<file path="src/rtl/core/kiss_rng_pkg.sv">
package kiss_rng_pkg;

	typedef enum logic [1:0] {
		MODE_DRAW = 2'd0,
		MODE_SEED = 2'd1,
		MODE_LOAD = 2'd2,
		MODE_READ = 2'd3
	} kiss_mode_t;

	localparam logic [2:0] IDX_LCG   = 3'd0;
	localparam logic [2:0] IDX_XOR   = 3'd1;
	localparam logic [2:0] IDX_LAG_L = 3'd2;
	localparam logic [2:0] IDX_LAG_H = 3'd3;
	localparam logic [2:0] IDX_CARRY = 3'd4;

	localparam logic [31:0] LCG_MULT    = 32'd69069;
	localparam logic [31:0] LCG_INC     = 32'd1;
	localparam logic [31:0] SEED_XOR    = 32'd102;
	localparam logic [31:0] SEED_LAG_L  = 32'd12;
	localparam logic [31:0] SEED_LAG_H  = 32'd34535;
	localparam int          XS_SHIFT_A  = 13;
	localparam int          XS_SHIFT_B  = 17;
	localparam int          XS_SHIFT_C  = 5;
	localparam int          CARRY_SHIFT = 30;

	typedef struct packed {
		logic [31:0] lcg;
		logic [31:0] xs;
		logic [31:0] lag_l;
		logic [31:0] lag_h;
		logic [31:0] carry;
	} kiss_state_t;

	// one step of all three generators
	function automatic kiss_state_t kiss_advance(input kiss_state_t s);
		kiss_state_t n;
		logic [31:0] y;
		logic [31:0] k;
		y = s.xs;
		y = y ^ (y << XS_SHIFT_A);
		y = y ^ (y >> XS_SHIFT_B);
		y = y ^ (y << XS_SHIFT_C);
		k = (s.lag_l >> 2) + (s.lag_h >> 3) + (s.carry >> 2);
		n.lcg   = s.lcg * LCG_MULT + LCG_INC;
		n.xs    = y;
		n.lag_l = s.lag_h;
		n.lag_h = s.lag_h + s.lag_h + s.lag_l + s.carry;
		n.carry = k >> CARRY_SHIFT;
		return n;
	endfunction

endpackage

</file>
<file path="src/rtl/core/kiss_random_generator_top.sv">
// a word goes into the input register, its result word into the output register
// throughput: one word per cycle unless the output stalls; draws may go back to back
// the state update and the result (one 32x32 multiply, xorshift, adds) sit
// between the input register and the output register
// reset: arst_n low clears all five state words and both valid flags at once
module kiss_random_generator_top
	import kiss_rng_pkg::*;
(
	input  logic        clk,
	input  logic        arst_n,
	input  logic        in_valid,
	output logic        in_stall,
	input  logic [1:0]  mode,
	input  logic [31:0] data_word,
	input  logic [2:0]  word_index,
	output logic        out_valid,
	input  logic        out_stall,
	output logic [31:0] out_value
);

	// input register
	logic        valid_s1;
	kiss_mode_t  mode_s1;
	logic [31:0] data_s1;
	logic [2:0]  idx_s1;

	// generator state
	kiss_state_t st_q;
	kiss_state_t st_next;
	kiss_state_t adv;
	kiss_state_t seeded;

	// output register
	logic        out_valid_q;
	logic [31:0] out_value_q;

	logic        has_result;
	logic        out_free;
	logic        s1_fire;
	logic        in_fire;
	logic [31:0] result;
	logic [31:0] read_word;

	// draw and read words give one result, seed and load none
	assign has_result = valid_s1 && (mode_s1 == MODE_DRAW || mode_s1 == MODE_READ);
	assign out_free   = !out_valid_q || !out_stall;
	// the stage holds only when its result cannot go to the output register
	assign in_stall   = has_result && !out_free;
	assign s1_fire    = valid_s1 && !in_stall;
	assign in_fire    = in_valid && !in_stall;

	always_ff @(posedge clk or negedge arst_n) begin
		if (!arst_n) begin
			valid_s1 <= 1'b0;
		end else if (!in_stall) begin
			valid_s1 <= in_valid;
		end
	end

	always_ff @(posedge clk) begin
		if (in_fire) begin
			mode_s1 <= kiss_mode_t'(mode);
			data_s1 <= data_word;
			idx_s1  <= word_index;
		end
	end

	// seed takes the lcg word from data, the rest from fixed words, but keeps the carry
	always_comb begin
		seeded       = st_q;
		seeded.lcg   = data_s1;
		seeded.xs    = SEED_XOR;
		seeded.lag_l = SEED_LAG_L;
		seeded.lag_h = SEED_LAG_H;
		adv = kiss_advance((mode_s1 == MODE_SEED) ? seeded : st_q);
	end

	always_comb begin
		case (idx_s1)
			IDX_LCG:   read_word = st_q.lcg;
			IDX_XOR:   read_word = st_q.xs;
			IDX_LAG_L: read_word = st_q.lag_l;
			IDX_LAG_H: read_word = st_q.lag_h;
			IDX_CARRY: read_word = st_q.carry;
			default:   read_word = 32'd0;
		endcase
	end

	always_comb begin
		st_next = st_q;
		result  = read_word;
		unique case (mode_s1)
			MODE_DRAW: begin
				st_next = adv;
				result  = adv.lcg + adv.xs + adv.lag_l;
			end
			MODE_SEED: begin
				st_next = adv;
			end
			MODE_LOAD: begin
				case (idx_s1)
					IDX_LCG:   st_next.lcg   = data_s1;
					IDX_XOR:   st_next.xs    = data_s1;
					IDX_LAG_L: st_next.lag_l = data_s1;
					IDX_LAG_H: st_next.lag_h = data_s1;
					IDX_CARRY: st_next.carry = data_s1;
					default:   st_next       = st_q;
				endcase
			end
			MODE_READ: begin
				result = read_word;
			end
			default: begin
				st_next = st_q;
			end
		endcase
	end

	always_ff @(posedge clk or negedge arst_n) begin
		if (!arst_n) begin
			st_q <= '0;
		end else if (s1_fire) begin
			st_q <= st_next;
		end
	end

	// result register, refilled in the same cycle it is taken
	always_ff @(posedge clk or negedge arst_n) begin
		if (!arst_n) begin
			out_valid_q <= 1'b0;
		end else if (out_free) begin
			out_valid_q <= has_result;
		end
	end

	always_ff @(posedge clk) begin
		if (has_result && out_free) begin
			out_value_q <= result;
		end
	end

	assign out_valid = out_valid_q;
	assign out_value = out_value_q;

endmodule

</file>
<file path="config.mk">
export PLATFORM = sky130hd
export DESIGN_NAME = kiss_random_generator_top
export DESIGN_NICKNAME = d
export VERILOG_FILES = /design/src/rtl/core/kiss_rng_pkg.sv /design/src/rtl/core/kiss_random_generator_top.sv
export SDC_FILE = /design/constraint.sdc
export NUM_CORES = 1
export LEC_CHECK = 0
export BUFFER_PORTS_ARGS = -buffer_cell sky130_fd_sc_hd__buf_2
export CAP_MARGIN = 20
export CORE_UTILIZATION = 40
export CTS_BUF_LIST = sky130_fd_sc_hd__clkbuf_8
export DETAILED_ROUTE_END_ITERATION = 7
export GPL_TIMING_DRIVEN = 0
export HOLD_SLACK_MARGIN = 0.08
export SLEW_MARGIN = 10
export SYNTH_ARGS = -nofsm -noshare
export SYNTH_HDL_FRONTEND = slang
export SYNTH_SLANG_ARGS = --single-unit
</file>
<file path="constraint.sdc">
create_clock -name clk -period 9.3 [get_ports clk]
set_input_delay 0 -clock clk [delete_from_list [all_inputs] [get_ports clk]]
set_output_delay 0 -clock clk [all_outputs]
set_load 0.005 [all_outputs]
</file>
# [After elaboration in Yosys (flattened, before gate mapping)]
# Index checks and enable logic that the tools add are counted.
[word_totals] ff_bits=231 input_bits=41
[classes] addsub=8 mul=1 eq_ne=12 muxes=9 bitwise_logic=3 n_reduce_logical=20
[ops] cell="case mux 160 bit (2 select lines)" n=1
[ops] cell="2-to-1 mux 32 bit" n=6
[ops] cell="adder 32 bit" n=5
[ops] cell="2-to-1 mux 160 bit" n=1
[ops] cell="case mux 32 bit (5 select lines)" n=1
[ops] cell="bitwise XOR 32 bit" n=2
[ops] cell="adder 31 x 30 -> 32 bit" n=1
[ops] cell="adder 32 x 1 -> 32 bit, second input constant" n=1
[ops] cell="multiplier 32 x 17 -> 32 bit, second input constant" n=1
[ops] cell="bitwise XOR 32 x 15 -> 32 bit" n=1
[ops] cell="adder 30 x 29 -> 31 bit" n=1
[ops] cell="AND reduction 3 bit" n=5
[ops] cell="!= test 2 x 1 -> 1 bit, second input constant" n=4
[ops] cell="== test 3 x 2 -> 1 bit, second input constant" n=2
[ops] cell="logical AND 1 bit" n=5
[ops] cell="== test 2 bit, second input constant" n=2
[ops] cell="zero test 1 bit" n=4
[ops] cell="== test 3 x 1 -> 1 bit, second input constant" n=1
[ops] cell="== test 3 bit, second input constant" n=1
[ops] cell="zero test 3 bit" n=1
[ops] cell="== test 2 x 1 -> 1 bit, second input constant" n=1
[ops] cell="zero test 2 bit" n=1
[ops] cell="logical OR 1 bit" n=2
[ops] cell="!= test 2 bit, second input constant" n=1
[ops] cell="2 further kinds" n=2

# [Depth between registers and ports, before layout]
# Gate-level depths: netlist of the first run.
[logic_depth] word_depth=8 ltp_mapped=41 ltp_nobuf=37

# [Least setup slack after synthesis of the first run]
# OpenSTA, ideal clock, no wires.
[synth_timing] path_kind="register -> register" from="register mode_s1[1]" to="register out_value_q[29], in the netlist out_value[29] (data pin)" setup_ps=271 t_arrival_ps=9010 required_ps=9029 slack_ps=19 stages_incl_launch_ff=41 cell_sequence="edfxtp_1 > inv_1 > ha_1 > clkbuf_1 > clkbuf_1 > clkbuf_1 > buf_1 > mux2_2 > ha_1 > inv_1 > fa_1 > fa_1 > inv_1 > fa_1 > fa_1 > inv_1 > fa_1 > inv_1 > [... 5 more ...] > o31a_1 > o21bai_1 > a21oi_1 > xor2_1 > fa_1 > inv_1 > ha_1 > a21o_1 > a21o_1 > a21oi_1 > a21oi_1 > nor2_1 > o21ai_0 > a21oi_1 > o21bai_1 > a21oi_1 > xor2_1 > o22ai_1"
[synth_via] elab_chain_cells=8 elab_cells_between_ends=11 cone_classes="add/sub (3); mul (1); eq/ne (1); mux (2); bitwise (3); reduce/logical (1)"
[synth_lines] element="start, declared" line_no="kiss_random_generator_top.sv:23" text="kiss_mode_t mode_s1;"
[synth_lines] element="start signal, assigned" line_no="kiss_random_generator_top.sv:62" text="mode_s1 <= kiss_mode_t'(mode);"
[synth_lines] element="branches (longest 7 deep; another with multiplier 32 x 17 -> 32 bit)"
[synth_lines] element="2-to-1 mux 32 bit *" line_no="kiss_random_generator_top.sv:92" text="unique case (mode_s1)"
[synth_lines] element="named net result[29]" line_no="kiss_random_generator_top.sv:41" text="logic [31:0] result;"
[synth_lines] element="end signal, assigned" line_no="kiss_random_generator_top.sv:138" text="out_value_q <= result;"
[synth_lines] element="end, declared" line_no="kiss_random_generator_top.sv:35" text="logic [31:0] out_value_q;"
# Mark *: on every way through the listed nets, which the timed path passes.
# A chain may end at the register's enable or synchronous reset.

# [Worst setup path after layout of the first run]
[layout_timing] from="register mode_s1[1]" to="register out_value_q[31], in the netlist out_value[31] (data pin)"
# The elaborated chain is that of the path after synthesis.

==> impl_results.md, run 1 <==
- Die Footprint: 62790 µm²
- # port buffers: 74
- WL met2: 43150 µm
- Endpoints failing hold: 0
- Initial Utilization: 40.72%
- Worst Setup EP: out_value[31]
- Metal3 WL: 7176 µm
- Most used DFF post-synth: dfrtp_1
- Vias in the first global route: 21390
- Nets: 3327
- Syn. warnings: 0
- Die width: 250.6 µm
- Synth Area in Compound Gates: 15.53%
- Synth Area in Simple Gates: 8.985%
- CP Launch Point: mode_s1[1]
- Metal-1 WL: 40920 µm
- H-tree depth: 2
- Critical path class: register to register
- Clock sinks: 231
- Share of post-route cells with drive strength above 1: 14.71%
- I/O pin count: 75
- Avg WL per Cell: 26.32 µm
- Iter 0 DRT Violations: 1599
- DR vias: 20610
- Post-synthesis adder-cell area fraction: 32.01%
- Top sig layer: met4
- Post-Synthesis Cells: 2565
- Distinct cell type count after synthesis: 73
- Vias per cell: 5.706
- Final Util: 48.10%
- Sequential area share after synthesis: 24.78%
- Crit end category: register
- Post-route DRC: 0
- Post-synth ARST share: 70.13%
- Setup TNS: 0 ns
- CTS tree: yes
- Antenna violations before repair: 3
- Final WS setup: 0.2028 ns
- Post-route cell area: 29190 µm²
- Slowest stage delay, CP: 0.56 ns
- Slew Viols, Final: 0
- CTS Root Buffer Type: clkbuf_8
- Core region area: 60700 µm²
- Post-synthesis register bit count: 231
- Xor/xnor share of the synthesized area: 6.287%
- Min Tclk post-route: 9.097 ns
- Rows: 90
- Final Wtd Congestion: 1.012
- Antenna viol nets, final: 0
- Post-synth EDFFs: 69
- Area Overhead vs Synth: 18.11%
- Critical Path RT: 9.65 ns
- Max Cap Viol: 0
- Fmax: 109.9 MHz
- Top cells by area, synth: fa_1 (19%), dfrtp_1 (16%), ha_1 (13%)
- Fin crit share: 97.82%
- Syn nets: 3098
- Worst path arrival time: 9.45 ns
- Die Height: 250.6 µm
- Clk slew on worst S/H paths: 0.07 ns
- R2R Path Start: mode_s1[1]
- DP HPWL: 76190 µm
- Slowest stage cell, crit path: fa_2
- Post-synth top area share: 18.95%
- Place WS: -3.758 ns
- Clock buffer depth: 3
- Critical Path Fanout Max: 8
- Post-synthesis mux area share: 4.784%
- Area after DPL: 26210 µm²
- TritonCTS Buffers: 44
- Critical path launch point type: register
- Final wirelength: 95040 µm
- Cells on worst reg2reg path: 38
- Skew-Pair Late Insertion Delay: 0.64 ns
- Worst-Margin Slew: 1.163 ns
- Relative max-transition margin: 21.91%
- Worst hold path type: input pin to register
- Largest net degree at the start of global routing: 98
- Final setup violation count: 0
- GRT overflow: 0
- Post-Synthesis Mean Instance Area: 9.636 µm²
- Netlist area before placement: 24720 µm²
- Largest family of logic cells by synthesized area: adder cells
- # fillers: 5697
- RR Endpoint: out_value[31]
- Worst R2R Setup Slack: 0.20 ns
- First-pass DRT Iterations: 8
- Skew final: 0.02992 ns
- GRT Total Usage: 30.28%
- Status: finished clean
- Top cell type by total area after synthesis: fa_1
- First-pass GRT wire length: 138500 µm
state kept, by name, indices dropped and copies added (netlist names):
register / count
idx_s1: 3
st_q: 128
out_value: 32
out_valid: 1
seeded: 32
valid_s1: 1
mode_s1: 2
data_s1: 32
worst min path at each step:
stage	start	to	slack (ns)	cells after the start
CTS	data_word[7]	data_s1[7]	0.08	2
finish	data_word[2]	data_s1[2]	0.10	2
floorplan	arst_n	out_valid	-0.30	0
detailed placement	arst_n	valid_s1	-0.22	1
global placement	word_index[2]	idx_s1[2]	0.18	1
global route	data_word[3]	data_s1[3]	0.1	2
layout by cell type (no fill, tap or decap), types with 56 or more instances in the layout:
cell        n
edfxtp_1   69
inv_1     405
a21oi_1    75
mux2_2     56
nor2_1     71
nand2b_1   65
dfrtp_1   162
ha_1      232
a21o_1     60
nand2_1   199
buf_2      73
xnor2_1   104
clkbuf_1   76
o21ai_0   168
fa_1      231
layer usage:
| metal | track usage [%] | vias up |
|---|---|---|
| met1 | 40.76 | 10420 |
| li1 | - | 9120 |
| met3 | 5.518 | 179 |
| met4 | 11.80 | 0 |
| met2 | 48.25 | 884 |
| met5 | 0 | - |
critical path, delay by kind of cell (launching register included):
family / cells / cell delay (ns)
mux: 1 / 0.34
xor+xnor: 3 / 0.51
simple gates: 1 / 0.14
flops: 1 / 0.40
fa+ha+maj: 10 / 3.96
compound gates: 12 / 2.28
buf+inv: 11 / 1.20
synth_stat cells (all sizes together) (65+ instances only):
cell type	number
a21oi	95
dfrtp	162
mux2	69
edfxtp	69
inv	409
nor2	75
ha	258
nand2	201
xnor2	115
o21ai	180
nand2b	65
clkbuf	83
fa	234
final cells by class:
type / count / area [µm²] / share of cell area, %
Multi-Input combinational cell: 1832 / 17610 / 60.31
Sequential cell: 231 / 6126 / 20.98
Inverter: 410 / 1541 / 5.280
Timing Repair Buffer: 183 / 1394 / 4.774
Tap cell: 782 / 978.4 / 3.351
Clock buffer: 49 / 674.4 / 2.310
Buffer: 92 / 493.0 / 1.689
Clock inverter: 31 / 379.1 / 1.299
Antenna cell: 1 / 2.502 / 0.008572
timing repair:
item / in CTS / in global routing
buffers inserted: 28 / 23
endpoints found under the hold margin: 270 / 0
endpoints found under the setup margin: 38 / 9
pin swaps: 25 / 35
hold buffers: 52 / 0
gates resized for setup: 135 / 57
logic make-up (layout without fill, tap and decap cells):
group	after synthesis	in the layout
flip-flops	231	231
other	0	1
XOR/XNOR	175	175
AND/OR/NAND/NOR	470	470
multiplexers	107	107
adder cells (fa/ha/maj)	492	492
AO/OA/AOI/OAI	588	588
buffers and inverters	502	765
metrics by stage:
| step | std cells | hold slack, ns |
|---|---|---|
| 2_1_floorplan | 2565 | -0.2956 |
| 3_3_place_gp | 3421 | 0.1788 |
| 6_report | 3611 | 0.1050 |
| 4_1_cts | 3588 | 0.08098 |
| 5_1_grt | 3611 | 0.09824 |
| 3_5_place_dp | 3428 | -0.2190 |
Power of run 1 is not shown: default switching activity piles up to over one toggle a cycle in this logic, so the estimate is an artifact.
==> inputs of run 2 (changes only) <==
--- a/config.mk
+++ b/config.mk
@@ -9,6 +9,7 @@
 export CAP_MARGIN = 20
 export CORE_UTILIZATION = 40
 export CTS_BUF_LIST = sky130_fd_sc_hd__clkbuf_8
+export CTS_CLUSTER_SIZE = 25
 export DETAILED_ROUTE_END_ITERATION = 7
 export GPL_TIMING_DRIVEN = 0
 export HOLD_SLACK_MARGIN = 0.08
==> constraint.sdc (replaced) <==
create_clock -name clk -period 7.8 [get_ports clk]
set_input_delay 0 -clock clk [delete_from_list [all_inputs] [get_ports clk]]
set_output_delay 0 -clock clk [all_outputs]
set_load 0.005 [all_outputs]
==> run 2 against run 1 <==
The run now ends with setup timing left. Via count fell by 0.48%. Core utilization is 1.4 points higher. First-iteration DRC count grew 2.3%. Non-clock buffer count up 44. Register-to-register slack lost 1.3 ns. Count of clock-buffer cells in the layout fell by 1. Setup slack got worse by 1.3 ns. Cell count is 1.2% higher.
==> impl_results.md, run 2 (synthesis results as in run 1) <==
- Status: complete, but fails checks (was finished clean)
- Failing checks: setup timing
- Most frequent cells in the layout: inv_1 (391), fa_1 (227), ha_1 (215) (was inv_1 (405), ha_1 (232), fa_1 (231))
- I/O pin count: 75 (unchanged)
- Antenna violations before repair: 6 (was 3)
- Min Tclk post-route: 8.861 ns (was 9.097 ns)
- Post-route DRC: 0 (unchanged)
- Antenna viol nets, final: 0 (unchanged)
- Worst Setup EP: out_value[31] (unchanged)
- Endpoints failing hold: 0 (unchanged)
- GRT Total Usage: 30.20% (was 30.28%)
- Relative max-transition margin: 22.76% (was 21.91%)
- Share of post-route cells with drive strength above 1: 19.12% (was 14.71%)
- Largest net degree at the start of global routing: 91 (was 98)
- Setup TNS: -11.48 ns (was 0 ns)
- First-pass DRT Iterations: 6 (was 8)
- Slowest stage cell, crit path: fa_1 (was fa_2)
- Final wirelength: 93550 µm (was 95040 µm)
- Die width: 250.6 µm (unchanged)
- Die Height: 250.6 µm (unchanged)
- CP Launch Point: mode_s1[0] (was mode_s1[1])
- Avg WL per Cell: 25.60 µm (was 26.32 µm)
- Final Util: 49.50% (was 48.10%)
- Slew Viols, Final: 0 (unchanged)
- # port buffers: 74 (unchanged)
- Clk slew on worst S/H paths: 0.07 ns (about the same)
- GRT overflow: 0 (unchanged)
- Critical path class: register to register (unchanged)
- Fin crit share: 113.6% (was 97.82%)
- DR vias: 20510 (was 20610)
- CTS Root Buffer Type: clkbuf_8 (unchanged)
- Top cell by count, worst path: fa_1
- Area Overhead vs Synth: 21.55% (was 18.11%)
- Critical Path Fanout Max: 8 (unchanged)
- Footprint of the multi-input gates: 18240 µm² (was 17610 µm²)
- Fmax: 112.8 MHz (was 109.9 MHz)
- Worst R2R Setup Slack: -1.06 ns (was 0.20 ns)
- Core region area: 60700 µm² (unchanged)
- Cells on worst reg2reg path: 39 (was 38)
- Final setup violation count: 18 (was 0)
- Skew-Pair Late Insertion Delay: 0.62 ns (was 0.64 ns)
- R2R Path Start: mode_s1[0] (was mode_s1[1])
- Largest Register: st_q (unchanged)
- CTS tree: yes (unchanged)
- DP HPWL: 75610 µm (was 76190 µm)
- # fillers: 5627 (was 5697)
- Rows: 90 (unchanged)
- RSZ-0062 raised after global routing: true
- Vias in the first global route: 21200 (was 21390)
- Nets: 3370 (was 3327)
- RR Endpoint: out_value[31] (unchanged)
- Critical path launch point type: register (unchanged)
- Clock sinks: 231 (unchanged)
- Clock buffer depth: 3 (unchanged)
- TritonCTS Buffers: 43 (was 44)
- Die Footprint: 62790 µm² (unchanged)
- Final WS setup: -1.061 ns (was 0.2028 ns)
- Commonest non-fill, non-tap cell in the layout: inv_1 (unchanged)
- Skew final: 0.02878 ns (was 0.02992 ns)
- Max Cap Viol: 0 (unchanged)
- Worst-Margin Slew: 1.150 ns (was 1.163 ns)
- Worst path arrival time: 9.19 ns (was 9.45 ns)
- Critical Path RT: 8.13 ns (was 9.65 ns)
- Reg area: 6126 µm² (unchanged)
- Final Wtd Congestion: 1.051 (was 1.012)
- First-pass GRT wire length: 138200 µm (was 138500 µm)
- Crit end category: register (unchanged)
- Iter 0 DRT Violations: 1635 (was 1599)
- Vias per cell: 5.612 (was 5.706)
- H-tree depth: 2 (unchanged)
- Initial Utilization: 40.72% (unchanged)
- Max reg flops: 128 (unchanged)
- Slowest stage delay, CP: 0.52 ns (was 0.56 ns)
- Worst hold path type: input pin to register (unchanged)
run 2: changes by cell type in the layout (fill, tap and decap cells not counted), moves of 8 or more:
cell / change
o22ai_2: +11
inv_1: -14
ha_4: +18
inv_2: +19
o22ai_1: -12
buf_4: +27
buf_6: +16
a21oi_1: -8
ha_1: -17
run 2: through the flow:
| step | area, µm² | std cells | hold WS [ns] | setup WS (ns) |
|---|---|---|---|---|
| 2_1_floorplan | 25240 | 2565 | -0.2956 | -0.2988 |
| 3_3_place_gp | 26590 | 3421 | 0.1763 | -2.486 |
| 3_5_place_dp | 26710 | 3426 | 0.01107 | -2.349 |
| 4_1_cts | 29620 | 3627 | 0.08652 | -1.014 |
| 5_1_grt | 30040 | 3653 | 0.1039 | -1.327 |
| 6_report | 30040 | 3654 | 0.1110 | -1.061 |
run 2: what timing repair did:
action,CTS,global route
hold endpoints to repair,226,0
resized for setup,178,50
setup buffers,70,24
pin swaps,102,47
setup endpoints to repair,29,20
hold buffers,53,0
cloned,0,0
run 2: cell type report:
cell class,instances,area share [%]
clock inverter,31,0.6164
antenna,1,0.008329
tap,782,3.257
buffer,91,1.628
multi-input combinational,1832,60.71
clock buffer,48,2.199
sequential,231,20.39
inverter,410,5.156
timing repair buffer,228,6.039
run 2: worst min path at each step:
stage	start	endpoint	slack (ns)	depth (start not counted)
after CTS	data_word[10]	data_s1[10]	0.09	2
final	data_word[3]	data_s1[3]	0.11	2
after detailed placement	arst_n	st_q[91]	0.01	1
after global routing	data_word[3]	data_s1[3]	0.10	2
after floorplan	arst_n	out_valid	-0.30	0
after global placement	data_word[26]	data_s1[26]	0.18	1
run 2: critical path: cells and delay by family (launching register included):
kind | cells | cell delay (ns)
fa+ha+maj | 10 | 3.86
simple gates | 1 | 0.12
buf+inv | 10 | 1.03
compound gates | 14 | 2.18
flops | 1 | 0.44
mux | 1 | 0.36
xor+xnor | 3 | 0.57
run 2: routing by layer:
layer | GRT usage (%) | share of wire [%]
met1 | 40.44 | 43
met2 | 48.16 | 45
met3 | 5.061 | 6.9
met4 | 12.88 | 4.9
met5 | 0 | 0.037
Power of run 2 is left out for the same reason.
==> inputs of run 3 (changes only) <==
--- a/config.mk
+++ b/config.mk
@@ -5,6 +5,7 @@
 export SDC_FILE = /design/constraint.sdc
 export NUM_CORES = 1
 export LEC_CHECK = 0
+export ABC_AREA = 1
 export BUFFER_PORTS_ARGS = -buffer_cell sky130_fd_sc_hd__buf_2
 export CAP_MARGIN = 20
 export CORE_UTILIZATION = 40
==> run 3 against run 2 <==
The flow still finishes with violations (setup timing). Largest cell class unchanged. Maximum frequency rose by 5.9%. Non-clock buffer count rose by 57. Setup slack improved by 0.49 ns. Global-route usage rose by 4.1 points. First-iteration DRC count rose by 89%. Area after synthesis rose by 5.0%. Wire length rose by 22%. Clock skew rose by 0.0043 ns. Sequential share of layout area fell by 1.7 points. Final area rose by 9.1%. Via count rose by 25%. Flip-flop and latch count did not move.
==> impl_results.md, run 3 <==
- Slew Viols, Final: 0 (unchanged)
- Commonest non-fill, non-tap cell in the layout: inv_1 (unchanged)
- Worst hold path type: input pin to register (unchanged)
- Area Overhead vs Synth: 26.29% (was 21.55%)
- Syn. warnings: 0 (unchanged)
- First-pass GRT wire length: 165100 µm (was 138200 µm)
- H-tree depth: 2 (unchanged)
- Worst-Margin Slew: 1.138 ns (was 1.150 ns)
- Endpoints failing hold: 0 (unchanged)
- Die Height: 256.7 µm (was 250.6 µm)
- I/O pin count: 75 (unchanged)
- Most used DFF post-synth: dfrtp_1 (unchanged)
- GRT overflow: 0 (unchanged)
- DR vias: 25600 (was 20510)
- Post-synth EDFFs: 69 (unchanged)
- Failing checks: setup timing (unchanged)
- Non-Filler Instances: 4526 (was 3654)
- Relative max-transition margin: 23.33% (was 22.76%)
- Critical Path Fanout Max: 6 (was 8)
- Fmax: 119.5 MHz (was 112.8 MHz)
- CTS Root Buffer Type: clkbuf_8 (unchanged)
- Final WS setup: -0.5702 ns (was -1.061 ns)
- Iter 0 DRT Violations: 3088 (was 1635)
- Inst Count DP: 4238 (was 3426)
- First-pass DRT Iterations: 7 (was 6)
- Top cells by area, synth: fa_1 (18%), dfrtp_1 (16%), ha_1 (12%) (was fa_1 (19%), dfrtp_1 (16%), ha_1 (13%))
- Max reg flops: 128 (unchanged)
- Critical Path RT: 8.21 ns (was 8.13 ns)
- CTS tree: yes (unchanged)
- Antenna viol nets, final: 0 (unchanged)
- Worst R2R Setup Slack: -0.57 ns (was -1.06 ns)
- Cells on worst reg2reg path: 43 (was 39)
- Initial Utilization: 40.39% (was 40.72%)
- Final hold slack: 0.1780 ns (was 0.1110 ns)
- Post-synth top area share: 18.06% (was 18.95%)
- Netlist area before placement: 25940 µm² (was 24720 µm²)
- Nets: 4168 (was 3370)
- Final Wtd Congestion: 1.038 (was 1.051)
- Slowest stage cell, crit path: fa_1 (unchanged)
- DP HPWL: 90510 µm (was 75610 µm)
- GRT Total Usage: 34.28% (was 30.20%)
- Die Footprint: 65880 µm² (was 62790 µm²)
- Post-Synthesis Cells: 3302 (was 2565)
- Min Tclk post-route: 8.370 ns (was 8.861 ns)
- Slowest stage delay, CP: 0.55 ns (was 0.52 ns)
- Final setup violation count: 16 (was 18)
- Cell with the most instances after synthesis: inv_1 (unchanged)
- Largest net degree at the start of global routing: 92 (was 91)
- Status: complete, but fails checks (unchanged)
- Skew final: 0.03305 ns (was 0.02878 ns)
- Critical path launch point type: register (unchanged)
- Die width: 256.7 µm (was 250.6 µm)
- Critical path class: register to register (unchanged)
- Top cell type by total area after synthesis: fa_1 (unchanged)
- Avg WL per Cell: 25.23 µm (was 25.60 µm)
- Share of post-route cells with drive strength above 1: 20.44% (was 19.12%)
- Area after DPL: 27670 µm² (was 26710 µm²)
- Largest Register: st_q (unchanged)
- Hold Path Cell Cnt: 4 (was 2)
- Post-route cell area: 32770 µm² (was 30040 µm²)
- Syn nets: 3835 (was 3098)
- Crit end category: register (unchanged)
- Vias per cell: 5.655 (was 5.612)
- TritonCTS Buffers: 46 (was 43)
- Most frequent cells in the layout: inv_1 (610), nand2_1 (508), nor2_1 (229) (was inv_1 (391), fa_1 (227), ha_1 (215))
- Clk slew on worst S/H paths: 0.06 ns (was 0.07 ns)
- Clock sinks: 231 (unchanged)
- Place WS: -2.342 ns (was -2.349 ns)
- Antenna violations before repair: 4 (was 6)
- Post-synthesis register bit count: 231 (unchanged)
- Post-route DRC: 0 (unchanged)
- Sequential area share after synthesis: 23.61% (was 24.78%)
- Vias in the first global route: 24980 (was 21200)
- Fin crit share: 107.3% (was 113.6%)
- Final wirelength: 114200 µm (was 93550 µm)
- Post-synth ARST share: 70.13% (unchanged)
- RSZ-0062 raised after global routing: true (unchanged)
- Max Cap Viol: 0 (unchanged)
- Worst path arrival time: 8.78 ns (was 9.19 ns)
- Core region area: 64230 µm² (was 60700 µm²)
- Clock buffer depth: 3 (unchanged)
- Distinct cell type count after synthesis: 59 (was 73)
- # port buffers: 74 (unchanged)
- Post-Synthesis Mean Instance Area: 7.857 µm² (was 9.636 µm²)
- Top cells by instance count after synthesis: inv_1 (644), nand2_1 (596), o21ai_0 (266) (was inv_1 (409), ha_1 (258), fa_1 (234))
- Skew-Pair Late Insertion Delay: 0.67 ns (was 0.62 ns)
- Rows: 93 (was 90)
==> run 3: worst max-delay path: cells and delay by family, from the launching register on <==
family          cells  cell delay [ns]
simple gates       13             1.18
flops               1             0.41
xor+xnor            1             0.17
buf+inv            11             1.16
fa+ha+maj          10             3.88
compound gates      8             1.29
==> run 3: area by class of cell <==
| class | instances | area [µm²] |
|---|---|---|
| Clock inverter | 35 | 180.2 |
| Multi-Input combinational cell | 2329 | 19300 |
| Timing Repair Buffer | 288 | 2419 |
| Tap cell | 855 | 1070 |
| Buffer | 88 | 541.8 |
| Sequential cell | 231 | 6126 |
| Clock buffer | 48 | 660.6 |
| Inverter | 651 | 2465 |
| Fill cell | 6123 | 31470 |
| Antenna cell | 1 | 2.502 |
==> run 3: what timing repair did <==
item | 4_1_cts | 5_1_grt
gates resized for setup | 340 | 247
pin swaps | 93 | 148
cloned | 2 | 0
hold buffers | 80 | 0
endpoints found under the hold margin | 268 | 0
buffers inserted | 65 | 60
endpoints found under the setup margin | 22 | 21
==> run 3: metal layers <==
metal	wire length (µm)	GRT usage, %
met1	46650	46.23
met2	47720	50.37
met3	12250	8.037
met4	7551	19.20
met5	27	0
==> run 3: cells by family (layout without fill, tap and decap cells) <==
| family | count (synthesis) | count (layout) | synth area share [%] |
|---|---|---|---|
| other cells | 0 | 1 | 0 |
| flops | 231 | 231 | 23.61 |
| xor+xnor | 66 | 66 | 2.286 |
| simple gates | 1101 | 1101 | 17.66 |
| compound gates | 670 | 670 | 14.88 |
| fa+ha+maj | 492 | 492 | 30.50 |
| buf+inv | 742 | 1110 | 11.06 |
==> run 3: final timing paths <==
kind	startpoint	endpoint
max in group asynchronous	arst_n	st_q[151]
hold reg to reg	seeded[8]	seeded[8]
hold / removal	out_stall	out_valid
setup reg to reg	mode_s1[1]	out_value[31]
setup / recovery	mode_s1[1]	out_value[31]
min in group asynchronous	arst_n	st_q[35]
==> run 3: stage by stage <==
stage	setup TNS, ns	util (%)
finish	-6.057	51.01
detailed placement	-34.52	43.08
floorplan	0	-
CTS	-4.931	48.71
global route	-9.874	51.01
global placement	-35.32	42.89
Power of run 3 is left out for the same reason.
